**src/hdl/mmbd_pkg.sv**
```systemverilog
// shared types, constants and pixel arithmetic for the mip chain downsampler
package mmbd_pkg;

   localparam int CFG_W     = 4;
   localparam int LEVEL_W   = 4;
   localparam int COORD_W   = 12;
   localparam int POS_W     = 11;
   localparam int CHAN_W    = 8;
   localparam int PAIR_W    = CHAN_W + 1;
   localparam int SIDE_LOG2_MAX = 12;

   // register indexes on the configuration port
   localparam logic [1:0] REG_WIDTH_LOG2  = 2'd0;
   localparam logic [1:0] REG_HEIGHT_LOG2 = 2'd1;
   localparam logic [1:0] REG_LEVEL_COUNT = 2'd2;

   typedef struct packed {
      logic [CHAN_W-1:0] red;
      logic [CHAN_W-1:0] green;
      logic [CHAN_W-1:0] blue;
      logic [CHAN_W-1:0] alpha;
   } pixel_type;

   typedef struct packed {
      logic [LEVEL_W-1:0] level;
      logic [POS_W-1:0]   px;
      logic [POS_W-1:0]   py;
      logic [CHAN_W-1:0]  avg_red;
      logic [CHAN_W-1:0]  avg_green;
      logic [CHAN_W-1:0]  avg_blue;
      logic [CHAN_W-1:0]  avg_alpha;
      logic               last;
   } result_type;

   // per-channel sum of the two pixels of an even-row pair
   typedef struct packed {
      logic [PAIR_W-1:0] red;
      logic [PAIR_W-1:0] green;
      logic [PAIR_W-1:0] blue;
      logic [PAIR_W-1:0] alpha;
   } pair_sum_type;

   // what the level stage decided for the current token
   typedef struct packed {
      logic             made;
      logic [POS_W-1:0] px;
      logic [POS_W-1:0] py;
      pixel_type        held;
   } step_type;

   function automatic pair_sum_type pair_add(pixel_type a, pixel_type b);
      pair_sum_type s;
      s.red   = {1'b0, a.red}   + {1'b0, b.red};
      s.green = {1'b0, a.green} + {1'b0, b.green};
      s.blue  = {1'b0, a.blue}  + {1'b0, b.blue};
      s.alpha = {1'b0, a.alpha} + {1'b0, b.alpha};
      return s;
   endfunction

   function automatic logic [CHAN_W-1:0] chan_avg(logic [PAIR_W-1:0] p,
                                                  logic [CHAN_W-1:0] a,
                                                  logic [CHAN_W-1:0] b);
      logic [CHAN_W+1:0] sum;
      sum = {1'b0, p} + {2'b00, a} + {2'b00, b};
      return sum[CHAN_W+1:2];
   endfunction

   function automatic pixel_type quad_average(pair_sum_type p, pixel_type a, pixel_type b);
      pixel_type r;
      r.red   = chan_avg(p.red,   a.red,   b.red);
      r.green = chan_avg(p.green, a.green, b.green);
      r.blue  = chan_avg(p.blue,  a.blue,  b.blue);
      r.alpha = chan_avg(p.alpha, a.alpha, b.alpha);
      return r;
   endfunction

endpackage

```
**src/hdl/mmbd_level_stage.sv**
```systemverilog
// per-level position counters, held left pixels and row store addressing
module mmbd_level_stage #(
   parameter int MAX_LEVELS = 12,
   parameter int AW         = 12
) (
   input  logic                         clock,
   input  logic                         reset,
   input  logic                         clear,
   input  logic                         fire,
   input  logic [mmbd_pkg::LEVEL_W-1:0] level,
   input  mmbd_pkg::pixel_type          pixel,
   input  logic [mmbd_pkg::CFG_W-1:0]   levels,
   input  logic [mmbd_pkg::CFG_W-1:0]   wl,
   input  logic [mmbd_pkg::CFG_W-1:0]   hl,
   output mmbd_pkg::step_type           step,
   output logic                         mem_wr_en,
   output logic                         mem_rd_en,
   output logic [AW-1:0]                mem_addr,
   output mmbd_pkg::pair_sum_type       mem_wr_data
);
   import mmbd_pkg::*;

   localparam int IW    = (MAX_LEVELS > 1) ? $clog2(MAX_LEVELS) : 1;
   localparam int EFF_W = 1 << AW;

   logic [COORD_W-1:0] col_ff [MAX_LEVELS];
   logic [COORD_W-1:0] row_ff [MAX_LEVELS];
   pixel_type          held_ff [MAX_LEVELS];

   logic [IW-1:0]      idx;
   logic               active;
   logic [COORD_W-1:0] x, y;
   logic [COORD_W-1:0] col_in, row_in;
   logic [CFG_W-1:0]   w_shift, h_shift;
   logic [COORD_W:0]   w_full, h_full;
   logic               x_last, y_last;
   logic [AW:0]        base;

   assign idx    = level[IW-1:0];
   assign active = (level < levels);
   assign x      = col_ff[idx];
   assign y      = row_ff[idx];

   // side of this level is 1 << (log2 side - level)
   assign w_shift = wl - level;
   assign h_shift = hl - level;
   assign w_full  = (COORD_W+1)'(1) << w_shift;
   assign h_full  = (COORD_W+1)'(1) << h_shift;
   assign x_last  = (x == COORD_W'(w_full - (COORD_W+1)'(1)));
   assign y_last  = (y == COORD_W'(h_full - (COORD_W+1)'(1)));

   always_comb begin
      col_in = x + COORD_W'(1);
      row_in = y;
      if (x_last) begin
         col_in = '0;
         row_in = y_last ? '0 : y + COORD_W'(1);
      end
   end

   // each level gets a region of half its maximum width
   assign base = (AW+1)'(EFF_W) - ((AW+1)'(EFF_W) >> level);
   assign mem_addr = AW'(base) + AW'(x >> 1);

   assign step.made = active && x[0] && y[0];
   assign step.px   = x[COORD_W-1:1];
   assign step.py   = y[COORD_W-1:1];
   assign step.held = held_ff[idx];

   assign mem_wr_en   = fire && active && x[0] && !y[0];
   assign mem_rd_en   = fire && step.made;
   assign mem_wr_data = pair_add(held_ff[idx], pixel);

   always_ff @(posedge clock) begin
      if (reset || clear) begin
         for (int i = 0; i < MAX_LEVELS; i++) begin
            col_ff[i] <= '0;
            row_ff[i] <= '0;
         end
      end else if (fire && active) begin
         col_ff[idx] <= col_in;
         row_ff[idx] <= row_in;
      end
   end

   // left pixel of each pair, used on even rows and odd rows alike
   always_ff @(posedge clock) begin
      if (fire && active && !x[0]) begin
         held_ff[idx] <= pixel;
      end
   end

endmodule

```
**config.mk**
```make
export PLATFORM = sky130hd
export DESIGN_NAME = mmbd_level_stage
export DESIGN_NICKNAME = d
export VERILOG_FILES = /design/src/hdl/mmbd_pkg.sv /design/src/hdl/mmbd_level_stage.sv
export SDC_FILE = /design/constraint.sdc
export NUM_CORES = 1
export LEC_CHECK = 0
export BUFFER_PORTS_ARGS = -buffer_cell sky130_fd_sc_hd__buf_2
export CORE_MARGIN = 2
export CORE_UTILIZATION = 30
export CTS_BUF_LIST = sky130_fd_sc_hd__clkbuf_4 sky130_fd_sc_hd__clkbuf_8 sky130_fd_sc_hd__clkbuf_16
export DETAILED_ROUTE_END_ITERATION = 10
export GPL_ROUTABILITY_DRIVEN = 0
export HOLD_SLACK_MARGIN = 0.02
export PLACE_DENSITY = 0.55
export RECOVER_POWER = 100
export SYNTH_ARGS = -nofsm -noshare
export SYNTH_HDL_FRONTEND = slang
export SYNTH_SLANG_ARGS = --single-unit
```
**constraint.sdc**
```tcl
create_clock -name clock -period 12.37 [get_ports clock]
set_clock_uncertainty 0.1 [all_clocks]
set_input_delay 1.237 -clock clock [delete_from_list [all_inputs] [get_ports clock]]
set_output_delay 1.237 -clock clock [all_outputs]
set_load 0.005 [all_outputs]
```
==> Yosys cells after proc, flatten, opt, wreduce, memory -nomap -nowiden <==
Memories as Yosys holds them, arrays and structs flattened.
Index checks and enable logic that the tools add are counted.
{ "totals": {"mem_bits_rw": 672, "elab_cells": 49, "out_inout_bits": 105, "reg_bits": 0, "n_memories": 3} }
{ "classes": {"reduce_logical": 12, "eq_ne": 2, "addsub": 12, "magnitude_cmp": 1, "muxes": 16, "shift": 3} }
{ "memory_table": {"columns": ["memory", "words", "width", "read_ports", "rd_ports_with_merged_regs", "write_ports", "line_no", "source"], "rows": [
  ["held_ff", 12, 32, 1, 0, 1, "mmbd_level_stage.sv:28", "pixel_type held_ff [MAX_LEVELS];"],
  ["col_ff", 12, 12, 1, 0, 12, "mmbd_level_stage.sv:26", "logic [COORD_W-1:0] col_ff [MAX_LEVELS];"],
  ["row_ff", 12, 12, 1, 0, 12, "mmbd_level_stage.sv:27", "logic [COORD_W-1:0] row_ff [MAX_LEVELS];"]
]} }
{ "op_table": {"columns": ["op", "count"], "rows": [
  ["12-bit two-way mux", 5],
  ["8-bit by 8-bit adder with 9-bit output", 4],
  ["12-bit by 1-bit adder with 12-bit output, second input constant", 2],
  ["12-bit == test", 2],
  ["12-bit OR reduction", 2],
  ["1-bit by 4-bit left shift with 12-bit output, first input constant", 2],
  ["12-bit by 1-bit subtractor with 12-bit output, second input constant", 2],
  ["13-bit by 4-bit >> shifter with 12-bit output, first input constant", 1],
  ["12-bit by 11-bit adder with 12-bit output", 1],
  ["1-bit by 12-bit subtractor with 12-bit output, first input constant", 1],
  ["1-bit two-way mux", 9],
  ["4-bit two-way mux", 2],
  ["4-bit subtractor", 2],
  ["1-bit logical AND", 7],
  ["4-bit < comparator", 1],
  ["1-bit logical NOT", 2],
  ["1-bit logical OR", 1]
]} }

==> Longest topological paths before layout <==
{ "logic_depth": {"ltp_word": 7, "ltp_mapped": 24, "mapped_depth_nobuf": 17} }

==> Least setup slack after synthesis <==
Ideal clock, no wire load.
{ "synth_path": {"kind": "input-to-reg", "startpoint": "in level[0] (netlist name)", "endpoint": "mem held_ff[1][0] (netlist name) (enable)", "setup_time_ps": 501, "slack_ps": 5693, "arrival_time_ps": 6075, "path_stages": 12, "cell_sequence": "buf_6 buf_8 buf_8 buf_8 buf_4 nand2b_1 a21o_1 a21o_1 a21oi_1 nand2_1 or2_2 nor4_1"} }
{ "synth_between": {"elab_chain_len": 5, "elab_cells_between_ends": 7, "classes_between": "order compare (1); mux (2); reduce/logical (3); memory (1)"} }
{ "synth_rtl": {"columns": ["element", "line_no", "source"], "rows": [
  ["start, declared", "mmbd_level_stage.sv:10", "input logic [mmbd_pkg::LEVEL_W-1:0] level,"],
  ["memory read 12 x 12 bit or 4-bit < comparator (tied branches)", null, null],
  ["1-bit logical NOT or 1-bit logical AND (tied branches)", "mmbd_level_stage.sv:88", "if (fire && active && !x[0]) begin"],
  ["1-bit logical AND", "mmbd_level_stage.sv:88", null],
  ["1-bit two-way mux", "mmbd_level_stage.sv:88", null],
  ["1-bit two-way mux (not written as such)", "mmbd_level_stage.sv:89", "held_ff[idx] <= pixel;"],
  ["end, declared", "mmbd_level_stage.sv:28", null]
]} }
Several ways; a longest one is shown, not always the timed one.

==> Worst setup path after layout <==
{ "layout_path": {"startpoint": "in level[1] (netlist name)", "endpoint": "out mem_addr[11]"} }
{ "layout_between": {"elab_chain_len": 3, "elab_cells_between_ends": 4, "classes_between": "add/sub (2); shift (1); memory (1)"} }
{ "layout_rtl": {"columns": ["element", "line_no", "source"], "rows": [
  ["13-bit by 4-bit >> shifter with 12-bit output", "mmbd_level_stage.sv:62", "assign base = (AW+1)'(EFF_W) - ((AW+1)'(EFF_W) >> level);"],
  ["1-bit by 12-bit subtractor with 12-bit output", "mmbd_level_stage.sv:62", null],
  ["12-bit by 11-bit adder with 12-bit output (*)", "mmbd_level_stage.sv:63", "assign mem_addr = AW'(base) + AW'(x >> 1);"],
  ["end, declared", "mmbd_level_stage.sv:18", "output logic [AW-1:0] mem_addr,"]
]} }
Every way passes the cells marked *; elsewhere a longest branch is shown, timed or not.

==> flow_metrics.py <==
metrics = {
    "global_route": {
        "gr-total-overflow": 0,
        "antenna_found_initial": 9,
        "grt_max_degree": 96,
        "grt_pass1_wl_um": 140000,
        "grt.met3_usage_pct": 4.43,
        "met1_usage_pct": 21.0,
        "track_usage_pct": 16.5,
        "top_usage_layer": "met2",
        "grt_pass1_vias": 20400,
        "met2_usage_pct": 27.0,
    },
    "worst_setup_path": {
        "worst_path_max_delay_cell": "clkbuf_1",
        "cp.arrival_ns": 8.77,
        "criticalPathCategory": "in -> out",
        "start_kind": "primary input",
        "worstPathCellList": "buf_8 -> clkbuf_1 -> mux4_2 -> a22oi_1 -> nand2_1 -> ha_1 -> o21ai_0 -> a21boi_0 -> o21ai_0 -> a21boi_0 -> o21ai_0 -> a21oi_1 -> o41ai_1 -> xor2_1 -> clkbuf_1",
        "rr_endpoint": "row_ff[1][5]$_SDFFCE_PN0P_",
        "required_ns": 11.03,
        "r2r_start": "col_ff[12][8]$_DFFE_PP_",
        "cp_top_family": "buffers and inverters",
        "cp-end-kind": "output port",
        "path_buf_inv": 3,
        "cp_common_cell": "o21ai_0",
        "critPathMaxFanout": 57,
        "slowest_delay_ns": 2.92,
        "r2r_cells": 10,
        "r2r_setup_slack_ns": 6.33,
    },
    "synthesis": {
        "ys.flop_type": "edfxtp_1",
        "synth_edf_count": 768,
        "async_reset_ff_share_pct": 0,
        "syn_avg_cell_area_um2": 16.5,
        "synth.ff_latch_count": 768,
        "synth_area_mm2": 0.0344,
        "ys.warnings.count": 0,
        "netlist_instances": 2085,
        "synth_cell_types": 69,
        "ys_seq_area_share_pct": 67.1,
        "syn_nets": 2200,
    },
    "final_layout": {
        "final_common_cell": "edfxtp_1",
        "drive_gt1_share_pct": 19.0,
        "syn2layout_area_growth_pct": 14.8,
        "fin_nets": 2355,
        "final_cells": 3824,
        "final_cell_mix": "768 x edfxtp_1, 213 x nor2_1, 193 x mux4_2",
    },
    "min_path": {
        "hp-start": "pixel[19]",
        "hold_class": "in -> reg",
        "hold_depth": 1,
        "hold_end": "held_ff[11][19]$_DFFE_PP_",
    },
    "drt": {
        "num_vias": 19800,
        "drt_wl_total_um": 97200,
        "via_per_inst": 5.17,
        "drc": 0,
        "dr.pass1.iters": 5,
        "ant_nets": 0,
        "drt_iter0_markers": 1963,
        "wl_per_cell_um": 25.4,
    },
    "clocking": {
        "clock_path_buffers": 3,
        "clock-root-buffer": "clkbuf_16",
        "cts_buffers": 87,
        "cts_resized": 0,
        "cts.sinks": 768,
        "cts_setup_buffers": 0,
        "clkTransAtPathRegs_ns": 0.06,
        "cts_tree": "done",
        "cts-hold-fix-buffers": 0,
        "htree_num_levels": 3,
        "clock_latency_ns": 0.66,
    },
    "power_and_ir_drop": {
        "cellPowerDensity_mw_per_mm2": 161,
        "leakage_nw": 13.4,
        "ir_drop_mv": 0.104,
    },
    "placement": {
        "dp_hpwl_um": 56000,
        "pre_cts_slack_ns": 3.55,
        "dp_cells": 3663,
        "numPortBuffers": 156,
    },
    "die": {
        "die_area_mm2": 0.117,
        "die_h_um": 342,
        "io_pins": 157,
        "start_util_pct": 30.1,
        "fp.dieW_um": 342,
        "core_region_area_mm2": 0.114,
        "rows": 124,
    },
    "outcome": {
        "outcome": "finished with violations",
        "violations": "max-capacitance violations, max-slew violations",
    },
    "sta": {
        "finalCritPeriodShare_pct": 81.7,
        "worst_slew_pin_slew_ns": 4.19,
        "finalMaxSlewViolations": 1147,
        "hold_viol": 0,
        "setup_viol": 0,
        "slew_headroom_pct": -179,
        "fin_setup_tns_ns": 0,
        "finalCriticalPeriod_ns": 10.10,
        "timing.final.ws_setup_ns": 2.27,
        "timing.fmax_mhz": 99.0,
        "rsz0062_at_grt": "no",
    },
    "job": {
        "maxCapViolations": 41,
    },
}
==> worst register-to-register path, delay by kind of cell, from the launching register on <==
kind,cells,cell delay [ns]
compound gates,2,0.51
mux,1,0.60
buf+inv,1,0.76
flops,1,0.37
simple gates,6,3.34
==> power by group <==
part | internal, mW | total, mW | switching [mW]
sequential | 2.93 | 2.94 | 0.0123
combinational | 0.226 | 0.642 | 0.417
clock | 1.69 | 2.78 | 1.09
total | 4.84 | 6.36 | 1.52
==> synthesized netlist by cell type, types with 3 or more instances <==
cell / number / share of area [%]
edfxtp_1: 768 / 67
nor2_1: 224 / 2.4
mux4_2: 193 / 13
nand2_1: 100 / 1.1
nor3_1: 83 / 1.2
inv_1: 71 / 0.78
clkbuf_1: 56 / 0.61
ha_1: 56 / 2.0
o21ai_0: 52 / 0.76
a21oi_1: 50 / 0.73
xnor2_1: 50 / 1.3
buf_2: 42 / 0.61
nor3_2: 40 / 1.2
mux2i_1: 37 / 1.1
nand3_1: 35 / 0.51
a22oi_1: 25 / 0.55
xor2_1: 19 / 0.48
buf_1: 17 / 0.19
a21o_1: 13 / 0.28
buf_6: 12 / 0.39
nand2b_1: 11 / 0.20
buf_4: 10 / 0.22
o21bai_1: 10 / 0.22
mux4_1: 8 / 0.61
nor2b_1: 8 / 0.15
fa_1: 7 / 0.41
a21boi_0: 6 / 0.13
and3_1: 5 / 0.091
nand4_1: 5 / 0.091
o22ai_1: 5 / 0.091
nor4_2: 4 / 0.15
o21a_1: 4 / 0.087
o31ai_1: 4 / 0.087
or3_1: 4 / 0.073
and2_1: 3 / 0.055
buf_8: 3 / 0.13
o2111ai_1: 3 / 0.076
o41ai_1: 3 / 0.076
==> sequential cells by signal, indices dropped and copies added (netlist names) <==
name     flops
col_ff     192
held_ff    384
row_ff     192
==> worst max path at each step <==
stage               startpoint                       to  slack (ns)  depth (start not counted)
finish                level[1]             mem_addr[11]        2.27                         15
CTS                   level[2]  row_ff[14][9]$_DFFE_PP_        4.22                         19
global placement      level[2]  row_ff[12][9]$_DFFE_PP_        3.80                         19
global route          level[1]  row_ff[15][4]$_DFFE_PP_        1.82                         11
floorplan             level[0]  held_ff[1][0]$_DFFE_PP_        5.69                         12
detailed placement    level[2]  row_ff[14][9]$_DFFE_PP_        3.55                         19
==> layer usage <==
layer | part of all wire [%] | vias to the layer above
met4 | 3.1 | 10
met2 | 48 | 820
met1 | 40 | 10300
met3 | 8.4 | 200
li1 | - | 8461
met5 | 0.069 | -
==> layout make-up <==
cell class              instances  area, µm²
inverters                      72        270
well taps                    1512       1890
fillers                     10900      74600
diodes                          1       2.50
clock buffers                 101       2320
flip-flops and latches        768      23100
multi-input cells            1104      10200
clock inverters                59        777
repair buffers                207        960
==> per-stage QoR <==
step                power (mW)  hold slack, ns  util, %  area, µm²
floorplan                 3.39           0.851        -      34400
global placement          3.62            1.17     32.3      36800
detailed placement        3.64            1.20     32.3      36800
CTS                       6.42           0.800     35.0      39900
global route              6.56           0.947     34.6      39400
finish                    6.36           0.934     34.6      39400
==> cell families (layout without fill, tap and decap cells) <==
kind of cell / after synthesis / after routing / synth area share (%)
AO/OA/AOI/OAI: 192 / 192 / 3.61
adder cells (fa/ha/maj): 63 / 63 / 2.45
XOR/XNOR: 69 / 69 / 1.76
flip-flops: 768 / 768 / 67.1
other: 0 / 1 / 0
multiplexers: 240 / 240 / 14.4
AND/OR/NAND/NOR: 540 / 540 / 7.63
buffers and inverters: 213 / 439 / 3.00
Power figures use the tool's default switching activity.
