--- config.mk ---
export PLATFORM = sky130hd
export DESIGN_NAME = mmbd_rsp_fifo
export DESIGN_NICKNAME = d
export VERILOG_FILES = /design/src/hdl/mmbd_pkg.sv /design/src/hdl/mmbd_rsp_fifo.sv
export SDC_FILE = /design/constraint.sdc
export NUM_CORES = 1
export LEC_CHECK = 0
export BUFFER_PORTS_ARGS = -buffer_cell sky130_fd_sc_hd__buf_4
export CORE_ASPECT_RATIO = 1.25
export CORE_UTILIZATION = 35
export CTS_CLUSTER_SIZE = 25
export DETAILED_ROUTE_END_ITERATION = 6
export PLACE_DENSITY = 0.58
export SYNTH_ARGS = -nofsm -noshare
export SYNTH_HDL_FRONTEND = slang
export SYNTH_SLANG_ARGS = --single-unit
--- constraint.sdc ---
create_clock -name clock -period 6.95 [get_ports clock]
set_input_delay 0.3475 -clock clock [delete_from_list [all_inputs] [get_ports clock]]
set_output_delay 0.3475 -clock clock [all_outputs]
set_load 0.01 [all_outputs]
--- src/hdl/mmbd_pkg.sv ---
// shared types, constants and pixel arithmetic for the mip chain downsampler
package mmbd_pkg;

   localparam int CFG_W     = 4;
   localparam int LEVEL_W   = 4;
   localparam int COORD_W   = 12;
   localparam int POS_W     = 11;
   localparam int CHAN_W    = 8;
   localparam int PAIR_W    = CHAN_W + 1;
   localparam int SIDE_LOG2_MAX = 12;

   // register indexes on the configuration port
   localparam logic [1:0] REG_WIDTH_LOG2  = 2'd0;
   localparam logic [1:0] REG_HEIGHT_LOG2 = 2'd1;
   localparam logic [1:0] REG_LEVEL_COUNT = 2'd2;

   typedef struct packed {
      logic [CHAN_W-1:0] red;
      logic [CHAN_W-1:0] green;
      logic [CHAN_W-1:0] blue;
      logic [CHAN_W-1:0] alpha;
   } pixel_type;

   typedef struct packed {
      logic [LEVEL_W-1:0] level;
      logic [POS_W-1:0]   px;
      logic [POS_W-1:0]   py;
      logic [CHAN_W-1:0]  avg_red;
      logic [CHAN_W-1:0]  avg_green;
      logic [CHAN_W-1:0]  avg_blue;
      logic [CHAN_W-1:0]  avg_alpha;
      logic               last;
   } result_type;

   // per-channel sum of the two pixels of an even-row pair
   typedef struct packed {
      logic [PAIR_W-1:0] red;
      logic [PAIR_W-1:0] green;
      logic [PAIR_W-1:0] blue;
      logic [PAIR_W-1:0] alpha;
   } pair_sum_type;

   // what the level stage decided for the current token
   typedef struct packed {
      logic             made;
      logic [POS_W-1:0] px;
      logic [POS_W-1:0] py;
      pixel_type        held;
   } step_type;

   function automatic pair_sum_type pair_add(pixel_type a, pixel_type b);
      pair_sum_type s;
      s.red   = {1'b0, a.red}   + {1'b0, b.red};
      s.green = {1'b0, a.green} + {1'b0, b.green};
      s.blue  = {1'b0, a.blue}  + {1'b0, b.blue};
      s.alpha = {1'b0, a.alpha} + {1'b0, b.alpha};
      return s;
   endfunction

   function automatic logic [CHAN_W-1:0] chan_avg(logic [PAIR_W-1:0] p,
                                                  logic [CHAN_W-1:0] a,
                                                  logic [CHAN_W-1:0] b);
      logic [CHAN_W+1:0] sum;
      sum = {1'b0, p} + {2'b00, a} + {2'b00, b};
      return sum[CHAN_W+1:2];
   endfunction

   function automatic pixel_type quad_average(pair_sum_type p, pixel_type a, pixel_type b);
      pixel_type r;
      r.red   = chan_avg(p.red,   a.red,   b.red);
      r.green = chan_avg(p.green, a.green, b.green);
      r.blue  = chan_avg(p.blue,  a.blue,  b.blue);
      r.alpha = chan_avg(p.alpha, a.alpha, b.alpha);
      return r;
   endfunction

endpackage

--- src/hdl/mmbd_rsp_fifo.sv ---
// two-entry result queue that decouples the pipeline from the receiver
module mmbd_rsp_fifo (
   input  logic                 clock,
   input  logic                 reset,
   input  logic                 push,
   input  mmbd_pkg::result_type push_data,
   output logic                 full,
   output logic                 rsp_valid,
   input  logic                 rsp_ready,
   output mmbd_pkg::result_type rsp_data
);
   import mmbd_pkg::*;

   result_type slot_ff [2];
   logic       wr_ptr_ff, rd_ptr_ff;
   logic [1:0] count_ff, count_in;
   logic       pop;

   assign rsp_valid = (count_ff != 2'd0);
   assign full      = (count_ff == 2'd2);
   assign pop       = rsp_valid && rsp_ready;
   assign rsp_data  = slot_ff[rd_ptr_ff];
   assign count_in  = count_ff + {1'b0, push} - {1'b0, pop};

   always_ff @(posedge clock) begin
      if (reset) begin
         wr_ptr_ff <= 1'b0;
         rd_ptr_ff <= 1'b0;
         count_ff  <= 2'd0;
      end else begin
         if (push) begin
            wr_ptr_ff <= !wr_ptr_ff;
         end
         if (pop) begin
            rd_ptr_ff <= !rd_ptr_ff;
         end
         count_ff <= count_in;
      end
   end

   always_ff @(posedge clock) begin
      if (push) begin
         slot_ff[wr_ptr_ff] <= push_data;
      end
   end

endmodule

* After elaboration in Yosys (flattened, before gate mapping)
Memory sizes are Yosys's and may differ from the RTL's. A register that Yosys moved wholly into a read port is not among the register bits.
Index checks and enable logic that the tools add are counted.
W data, S select, Z words.
** Storage, ports and cells
- Input port bits :: 63
- Output and inout bits :: 61
- Memories kept :: 1
- Logic and storage cells :: 15
- Register bits after elaboration :: 4
- Bits in writable memories :: 118
** Memories
- slot_ff :: words 2, width 59, rd ports 1, clocked after Yosys merged registers in 1, write ports 1, RTL line mmbd_rsp_fifo.sv:14 : result_type slot_ff [2];
** Operators by class
- Eq/ne operators :: 1
- Reductions and logical operators :: 4
- Add/sub/neg operators :: 2
- Muxes and demuxes :: 4
** Operator list (number)
- $mux W1 :: 4
- $add A2 B1 Y2 :: 1
- $eq A2 B2 Y1 const B :: 1
- $logic_not A1 Y1 :: 2
- $reduce_bool A2 Y1 :: 1
- $sub A2 B1 Y2 :: 1
- $logic_and A1 B1 Y1 :: 1

* Longest topological paths before layout
Gate-level depths: netlist of run 1.
- Depth after elaboration :: 4
- Gate-level depth with buffers :: 6

* Worst setup path after synthesis of run 1
Ideal clock, no wire load.
- Path type :: register to register
- Start :: reg wr_ptr_ff
- End :: mem slot_ff[0][0] (netlist name) (enable)
- Path slack :: 3.513 ns
- Stages on the path, launching flop included :: 2
- Required time :: 6.467 ns
- Arrival time :: 2.954 ns
- Cells stage by stage :: dfxtp_1 > nor2b_1
** RTL lines
- from (decl) :: RTL line mmbd_rsp_fifo.sv:15 : logic wr_ptr_ff, rd_ptr_ff;
- from (signal assigned) :: RTL line mmbd_rsp_fifo.sv:32 : wr_ptr_ff <= !wr_ptr_ff;
- to (decl) :: RTL line mmbd_rsp_fifo.sv:14
Straight into the memory's write port.

==> impl_metrics.yaml, run 1 <==
outcome:
  status: "finished, final reports clean"
timing:
  finalSetupViolCount: 0
  tightest_slew_ns: 0.888
  finalCriticalPeriod_ns: 2.28
  drv_slew: 0
  final.setup.tns_ns: 0
  slew_headroom_pct: 40.8
  timing.fmax_mhz: 438
  period_share_pct: 32.8
  rsz0062_at_grt: "no"
  layout_setup_ws_ns: 4.67
  final_hold_viol_count: 0
  skew_ns: 0.00398
power:
  ir_drop_v: 0.000184
  p_per_area_nw_per_um2: 352
  power_uw: 2200
  leakage_uw: 0.00237
grt:
  met1_usage_pct: 13.2
  antenna_found_initial: 0
  grt-busiest-layer: "met2"
  grtUsageMet2_pct: 20.4
  use_met3_pct: 4.98
  grt_pass1_wl_um: 11900
  grt-ovfl-total: 0
  first_global_vias: 2387
  grtUsageTotal_pct: 12.2
  grt_start_max_net_pins: 60
synth:
  avgSynthCellArea_sq_um: 22.0
  synth_top_area_share_pct: 78.0
  netlist_area_sq_um: 4550
  synth.area.top_cells: "edfxtp_1 78%, mux2_2 13%, mux2_4 3.3%, dfxtp_1 2.2%, ha_1 0.55%"
  seq_area_frac_synth_pct: 80.2
  synth-seq-cells: 123
  syn_nets: 272
  synth_top_area_cell: "edfxtp_1"
  synthesis.instances: 207
  yosys_warnings: 0
  yosysUniqueCellTypes: 16
detailed_routing:
  dr.pass1.iters: 4
  drt_wl_total_um: 7850
  ant_nets: 0
  drt_iter0_markers: 128
  drc_errors: 0
  wire_per_inst_um: 15.0
  routed_via_density: 4.36
  vias: 2286
critical_path:
  start_kind: "flop"
  critPathArrivalTime_ns: 1.93
  cp-end-kind: "output port"
  worstPathMaxFanout: 59
  crit_type: "flop to output port"
  cp.required_ns: 6.60
floorplan:
  dieArea_sq_um: 13500
  coreArea_sq_um: 12700
  start_util_pct: 35.9
  dieWidth_um: 104
  row_count: 46
  ioPinCount: 124
  die_h_um: 129
placement:
  buffer_ports.inserted: 123
  place_inst: 493
  globalplace.congestion: 0.655
  post-place-ws_ns: 4.81
  hpwl_um: 4870
flow_run:
  drv_cap: 0
cells_and_area:
  final_common_cell: "buf_4"
  syn2layout_area_growth_pct: 37.6
  layout-drive-gt1-share_pct: 61.0
  final_cell_count_no_fill: 524
  final_cell_mix: "125 x buf_4, 118 x edfxtp_1, 51 x mux2_2, 17 x clkbuf_16, 10 x mux2_4"
  finish.utilization_pct: 49.4
  num_antenna_cells: 0
  nets: 409
clock_network:
  htree_levels: 4
  path_clk_slew_ns: 0.06
  cts_buffers: 17
  cts_root_buffer: "clkbuf_16"
  postCtsResizedCells: 0
  cts_setup_buffers: 0
  cts_sinks: 123
  cts_hold_buf: 0
  cts_tree: "yes"
  clock_path_buffers: 2
  clock_latency_ns: 0.40
worst_hold_path:
  hold_path_class: "primary input to flop"
==> synth_stat cells <==
library cell / n
inv_1: 2
buf_2: 4
xnor3_1: 1
and2_1: 1
xnor2_1: 1
buf_6: 2
mux2_2: 51
buf_8: 1
or2_2: 1
edfxtp_1: 118
nor2_1: 3
mux2_4: 10
nor2b_1: 4
o21a_1: 1
ha_1: 2
dfxtp_1: 5
==> where the power goes <==
group / total (uW) / switching (uW) / internal, uW
Combinational: 379 / 139 / 240
Sequential: 932 / 58.8 / 873
Clock: 891 / 297 / 593
Total: 2200 / 495 / 1710
==> metrics by stage <==
step	cell area (sq um)	hold WS, ns
final	6250	0.126
after global routing	6250	0.103
after CTS	6250	0.103
after detailed placement	5650	0.535
after global placement	5650	0.532
after floorplan	4550	0.419
==> critical path, cell delays in order, from the launching register on <==
cell and delay (ns):
dfxtp_4 0.93, mux2_2 0.43, buf_4 0.15
==> layout make-up <==
cell class | instances | area (sq um)
clock buffers | 18 | 429
clock inverters | 13 | 176
fillers | 1080 | 6410
inverters | 2 | 7.51
multi-input cells | 75 | 846
flip-flops and latches | 123 | 3650
well taps | 168 | 210
repair buffers | 125 | 938
==> metal layers <==
layer / wire length [um] / vias to the layer above
li1: - / 1087
met1: 3200 / 1108
met2: 4050 / 81
met3: 462 / 10
met4: 147 / 0
met5: 0 / -
==> cell families after synthesis <==
kind of cell | after synthesis | synth area share, %
AOI/OAI and AO/OA | 1 | 0.165
and+or+nand+nor | 9 | 1.07
adders and majority gates | 2 | 0.550
DFF | 123 | 80.2
muxes | 61 | 15.9
buffers and inverters | 9 | 1.43
xor gates and xnor gates | 2 | 0.688
==> final timing paths <==
| kind | start | endpoint | slack [ns] | cells past startpoint |
|---|---|---|---|---|
| max reg2reg | wr_ptr_ff$_SDFFE_PP0P_ | slot_ff[1][43]$_DFFE_PP_ | 5.01 | 2 |
| max | flop | rsp_data[9] | 4.67 | 2 |
| min | push_data[25] | slot_ff[0][25]$_DFFE_PP_ | 0.13 | 1 |
| min reg2reg | wr_ptr_ff$_SDFFE_PP0P_ | wr_ptr_ff$_SDFFE_PP0P_ | 0.59 | 2 |
==> registers in the layout, summed over array words and instances (netlist names), named ones only <==
register,cells
wr_ptr_ff,1
slot_ff,118
count_ff,2
rd_ptr_ff,1
Note: power is estimated with default switching activity, not from simulation.
==> run 2, diff against run 1 <==
==> constraint.sdc (replaced) <==
create_clock -name clock -period 2.1 [get_ports clock]
set_input_delay 0.105 -clock clock [delete_from_list [all_inputs] [get_ports clock]]
set_output_delay 0.105 -clock clock [all_outputs]
set_load 0.01 [all_outputs]
==> run 2 against run 1 <==
First-iteration DRC count down 25%. Flip-flop and latch count stayed put. Sequential power rose to 3.2 times the previous value. Clock-buffer cell count up 7. Worst hold slack gained 0.012 ns. Register-to-register slack lost 4.3 ns. Sequential share of layout area decreased by 5.7 points. Clock power increased to 3.3 times the previous value. Die area unchanged. Routed wire length is 8.3% higher. Largest cell class unchanged.
==> impl_metrics.yaml, run 2 (synthesis results as in run 1) <==
timing:
  tightest_slew_ns: 0.373
  finalSetupViolCount: 0
  final.setup.tns_ns: 0
  period_share_pct: 86.5
  layout_setup_ws_ns: 0.283
  final_hold_viol_count: 0
  finalCriticalPeriod_ns: 1.82
  timing.fmax_mhz: 550
  skew_ns: 0.00601
  finalHoldWorstSlack_ns: 0.138
  rsz0062_at_grt: "no"
  slew_headroom_pct: 75.1
  drv_slew: 0
critical_path:
  cp-end-kind: "output port"
  crit_type: "flop to output port"
  reg2reg_depth: 6
  worstPathMaxFanout: 18
  r2r_slack_ns: 0.69
  critPathArrivalTime_ns: 1.71
  start_kind: "flop"
  cp.required_ns: 2.00
  r2r_start: "count_ff[1]$_SDFF_PP0_"
  rr_endpoint: "count_ff[1]$_SDFF_PP0_"
grt:
  grt-ovfl-total: 0
  antenna_found_initial: 0
  first_global_vias: 2613
  grtUsageTotal_pct: 13.2
  grt_start_max_net_pins: 60
  grt_pass1_wl_um: 13200
power:
  power_uw: 7450
  p_int_uw: 5820
  ir_drop_v: 0.000578
  p_per_area_nw_per_um2: 1070
  power.share.clock_pct: 39.8
  leakage_uw: 0.00267
  seq_power_share_pct: 40.0
  p_sw_uw: 1640
  p_sw_share_pct: 22.0
  p_comb_share_pct: 20.2
cells_and_area:
  nets: 473
  final_cell_mix: "125 x buf_4, 118 x edfxtp_1, 61 x dlygate4sd3_1, 51 x mux2_2, 17 x clkbuf_16"
  largestRegisters: "slot_ff x118, count_ff x2"
  largest-register: "slot_ff"
  num_antenna_cells: 0
  layout-drive-gt1-share_pct: 52.7
  largest_register_ffs: 118
  final_common_cell: "buf_4"
  syn2layout_area_growth_pct: 52.6
floorplan:
  row_count: 46
  ioPinCount: 124
  coreArea_sq_um: 12700
  start_util_pct: 35.9
  dieWidth_um: 104
  die_h_um: 129
  dieArea_sq_um: 13500
flow_run:
  drv_cap: 0
worst_hold_path:
  holdPathStages: 3
  hold_path_class: "primary input to flop"
  min_from: "rsp_ready"
  worstHoldEndpoint: "rd_ptr_ff$_SDFFE_PP0P_"
detailed_routing:
  dr.pass1.iters: 4
  wire_per_inst_um: 14.4
  drc_errors: 0
  vias: 2570
  routed_via_density: 4.36
  drt_wl_total_um: 8500
  drt_iter0_markers: 96
  ant_nets: 0
clock_network:
  cts_sinks: 123
  path_clk_slew_ns: 0.05
  htree_levels: 4
  clock_path_buffers: 2
  cts_setup_buffers: 0
  clock_latency_ns: 0.40
  cts_tree: "yes"
  cts_root_buffer: "clkbuf_16"
  cts_buffers: 17
placement:
  buffer_ports.inserted: 123
  globalplace.congestion: 0.696
  post-place-ws_ns: 0.666
  hpwl_um: 5200
outcome:
  status: "finished, final reports clean"
## run 2: how the worst max path moves through the flow
| stage | from | endpoint | slack [ns] | cells past startpoint |
|---|---|---|---|---|
| after floorplan | wr_ptr_ff$_SDFFE_PP0P_ | slot_ff[0][0]$_DFFE_PP_ | 0.46 | 1 |
| after global placement | flop | rsp_data[7] | 0.70 | 3 |
| after detailed placement | flop | rsp_data[18] | 0.67 | 3 |
| after CTS | flop | rsp_data[18] | 0.23 | 3 |
| after global routing | flop | rsp_data[24] | 0.18 | 3 |
| final | flop | rsp_data[18] | 0.28 | 3 |
## run 2: per-layer routing
layer	vias to the layer above	routed length, um	track usage (%)
met1	1267	3440	14.3
met5	-	0	0
li1	1217	-	-
met2	80	4640	23.5
met4	0	77	6.05
met3	6	348	4.38
## run 2: repair_timing
action                                 4_1_cts  5_1_grt
gates resized for setup                      0        0
endpoints found under the hold margin      121        0
hold buffers                                61        0
## run 2: cell type report
class | instances | area (sq um)
Fill cell | 1038 | 5720
Sequential cell | 123 | 3650
Timing Repair Buffer | 189 | 1610
Multi-Input combinational cell | 75 | 846
Clock buffer | 25 | 505
Tap cell | 168 | 210
Clock inverter | 7 | 113
Inverter | 2 | 7.51
## run 2: power by group through the flow
stage                     Clock (uW)  Combinational, uW  Sequential [uW]
after global placement             0               1410             3020
after global routing            3160               1610             3010
after detailed placement           0               1430             3040
after floorplan                    0                852             2970
final                           2970               1500             2980
after CTS                       3040               1540             2990
## run 2: stage by stage
step	cells	area [sq um]	util, %
final	589	6940	54.8
after global routing	589	6940	54.8
after CTS	589	6940	54.8
after detailed placement	496	5710	45.1
after global placement	496	5710	45.1
after floorplan	207	4550	-
## run 2: critical path, stage by stage, from the launching register on
cell,delay (ns)
dfxtp_4,0.50
buf_4,0.29
mux2_2,0.37
buf_4,0.15
==> run 3, diff against run 2 <==
--- a/config.mk
+++ b/config.mk
@@ -5,6 +5,7 @@
 export SDC_FILE = /design/constraint.sdc
 export NUM_CORES = 1
 export LEC_CHECK = 0
+export ABC_AREA = 1
 export BUFFER_PORTS_ARGS = -buffer_cell sky130_fd_sc_hd__buf_4
 export CORE_ASPECT_RATIO = 1.25
 export CORE_UTILIZATION = 35
==> run 3 against run 2 <==
Synthesized cell count rose by 6.3%. Critical path depth did not move. Non-clock buffer count rose by 3. Cell count rose by 2.7%. Sequential share of layout area rose by 0.16 points. Routed wire length rose by 1.0%. Flip-flop and latch count did not move. Design area fell by 0.38%. Critical path type unchanged. Largest power group unchanged.
==> impl_metrics.yaml, run 3 <==
power:
  p_per_area_nw_per_um2: 1050
  power.share.clock_pct: 40.0
  p_sw_uw: 1710
  ir_drop_v: 0.000522
  p_sw_share_pct: 23.6
  p_int_uw: 5530
  leakage_uw: 0.00268
  p_comb_share_pct: 19.9
  seq_power_share_pct: 40.2
synth:
  yosysUniqueCellTypes: 14
  synth_common_cells: "118 x edfxtp_1, 49 x mux2_2, 10 x mux2_4, 10 x nor2_1, 9 x inv_1"
  synth_top_area_cell: "edfxtp_1"
  synthMuxAreaShare_pct: 15.5
  yosys_warnings: 0
  synth-adder-area-share_pct: 0.551
  synth_top_area_share_pct: 78.0
  synthSimpleGateAreaFrac_pct: 1.65
  synth.area.top_cells: "edfxtp_1 78%, mux2_2 12%, mux2_4 3.3%, dfxtp_1 2.2%, nor2_1 0.83%"
  synthesis.instances: 220
  synth_top_family_by_area: "multiplexers"
  synth-seq-cells: 123
  async_reset_ff_share_pct: 0
  seq_area_frac_synth_pct: 80.2
  ys.flop_type: "edfxtp_1"
  netlist_area_sq_um: 4540
  syn_nets: 285
  synth_compound_area_share_pct: 0.110
  synth_edf_count: 118
  avgSynthCellArea_sq_um: 20.6
  yosysMostFrequentCell: "edfxtp_1"
  synth_xor_area_share_pct: 0
cells_and_area:
  final_common_cell: "buf_4"
  largest-register: "slot_ff"
  syn2layout_area_growth_pct: 52.2
  layout-drive-gt1-share_pct: 50.8
  final_cell_mix: "129 x buf_4, 118 x edfxtp_1, 62 x dlygate4sd3_1, 49 x mux2_2, 17 x clkbuf_16"
  largestRegisters: "slot_ff x118, count_ff x2"
  num_antenna_cells: 0
  fin_area_sq_um: 6910
  nets: 489
  largest_register_ffs: 118
critical_path:
  critPathArrivalTime_ns: 1.70
  reg2reg_depth: 10
  r2r_slack_ns: 0.69
  cp_cell_sequence: "buf_4, mux2_2, buf_4"
  worstPathMaxFanout: 36
  r2r_start: "count_ff[1]$_SDFF_PP0_"
  crit_type: "flop to output port"
  rr_endpoint: "count_ff[1]$_SDFF_PP0_"
  critPathSlowestCell: "buf_4"
  critical_path.most_common_cell: "buf_4"
  max_stage_delay_ns: 0.42
  cp-end-kind: "output port"
  cp.required_ns: 2.00
  start_kind: "flop"
clock_network:
  htree_levels: 4
  postCtsResizedCells: 0
  cts_root_buffer: "clkbuf_16"
  cts_sinks: 123
  clock_path_buffers: 2
  cts_buffers: 17
  cts_tree: "yes"
  clock_latency_ns: 0.40
  path_clk_slew_ns: 0.06
placement:
  placed_area_sq_um: 5690
  globalplace.congestion: 0.661
  buffer_ports.inserted: 123
  post-place-ws_ns: 0.661
  hpwl_um: 5220
detailed_routing:
  drt_iter0_markers: 68
  vias: 2597
  wire_per_inst_um: 14.2
  drt_wl_total_um: 8590
  routed_via_density: 4.29
  drc_errors: 0
  ant_nets: 0
  dr.pass1.iters: 4
timing:
  final_hold_viol_count: 0
  skew_ns: 0.00523
  timing.fmax_mhz: 555
  finalSetupViolCount: 0
  final.setup.tns_ns: 0
  slew_headroom_pct: 67.8
  period_share_pct: 85.8
  layout_setup_ws_ns: 0.298
  tightest_slew_ns: 0.483
  finalCriticalPeriod_ns: 1.80
  drv_slew: 0
  rsz0062_at_grt: "no"
floorplan:
  ioPinCount: 124
  row_count: 46
  dieWidth_um: 104
  coreArea_sq_um: 12700
  die_h_um: 129
  dieArea_sq_um: 13400
  start_util_pct: 35.9
grt:
  first_global_vias: 2875
  grtUsageTotal_pct: 13.6
  grt_pass1_wl_um: 13500
  grt_start_max_net_pins: 42
  grt-ovfl-total: 0
  antenna_found_initial: 0
worst_hold_path:
  min_from: "reset"
  hold_path_class: "primary input to flop"
  worstHoldEndpoint: "count_ff[0]$_SDFF_PP0_"
  holdPathStages: 3
outcome:
  status: "finished, final reports clean"
flow_run:
  drv_cap: 0
[run 3: cell count changes after synthesis, moves of 2 or more]
cell,delta
nor2b_1,-4
mux2_2,-2
nand3_1,+2
nand2_1,+6
nor2_1,+7
inv_1,+7
[run 3: cells by family after synthesis]
family | Yosys count
DFF | 123
muxes | 59
and+or+nand+nor | 19
buffers and inverters | 16
adders and majority gates | 2
AOI/OAI and AO/OA | 1
[run 3: critical path: cells and delay by family, from the launching register on]
| kind | cells | cell delay (ns) |
|---|---|---|
| flops | 1 | 0.32 |
| mux | 1 | 0.41 |
| buf+inv | 2 | 0.57 |
[run 3: layer usage]
layer | GRT usage [%] | vias to the layer above | part of all wire [%]
li1 | - | 1259 | -
met1 | 13.9 | 1256 | 39
met2 | 24.8 | 76 | 55
met3 | 5.03 | 6 | 4.7
met4 | 6.30 | 0 | 0.80
met5 | 0 | - | 0
[run 3: repair_timing]
item / CTS / global route
hold endpoints to repair: 123 / 0
buffers inserted: 0 / 0
hold buffers: 62 / 0
[run 3: layout make-up]
type | instances | area, sq um
Inverter | 9 | 33.8
Timing Repair Buffer | 192 | 1610
Multi-Input combinational cell | 81 | 815
Clock buffer | 17 | 425
Tap cell | 168 | 210
Clock inverter | 15 | 174
Fill cell | 1069 | 5750
Sequential cell | 123 | 3640
[run 3: worst max-delay path by stage]
stage / to / slack, ns
2_1_floorplan: slot_ff[1][0]$_DFFE_PP_ / 0.08
3_3_place_gp: rsp_data[9] / 0.67
4_1_cts: rsp_data[9] / 0.22
5_1_grt: rsp_data[40] / 0.17
3_5_place_dp: rsp_data[9] / 0.66
6_report: rsp_data[40] / 0.30
[run 3: power by group through the flow]
stage          clock (uW)  combinational, uW  sequential [uW]
6_report             2900               1440             2910
4_1_cts              2980               1470             2910
3_5_place_dp            0               1370             2960
2_1_floorplan           0                793             2950
5_1_grt              3090               1570             2920
3_3_place_gp            0               1360             2950
[run 3: stage by stage]
stage	utilization [%]	std cells	hold WS [ns]	total power, uW
after floorplan	-	220	0.176	3740
after global placement	45.0	511	0.290	4310
after detailed placement	45.0	511	0.293	4330
after CTS	54.6	605	0.409	7360
after global routing	54.6	605	0.413	7580
final	54.6	605	0.431	7240
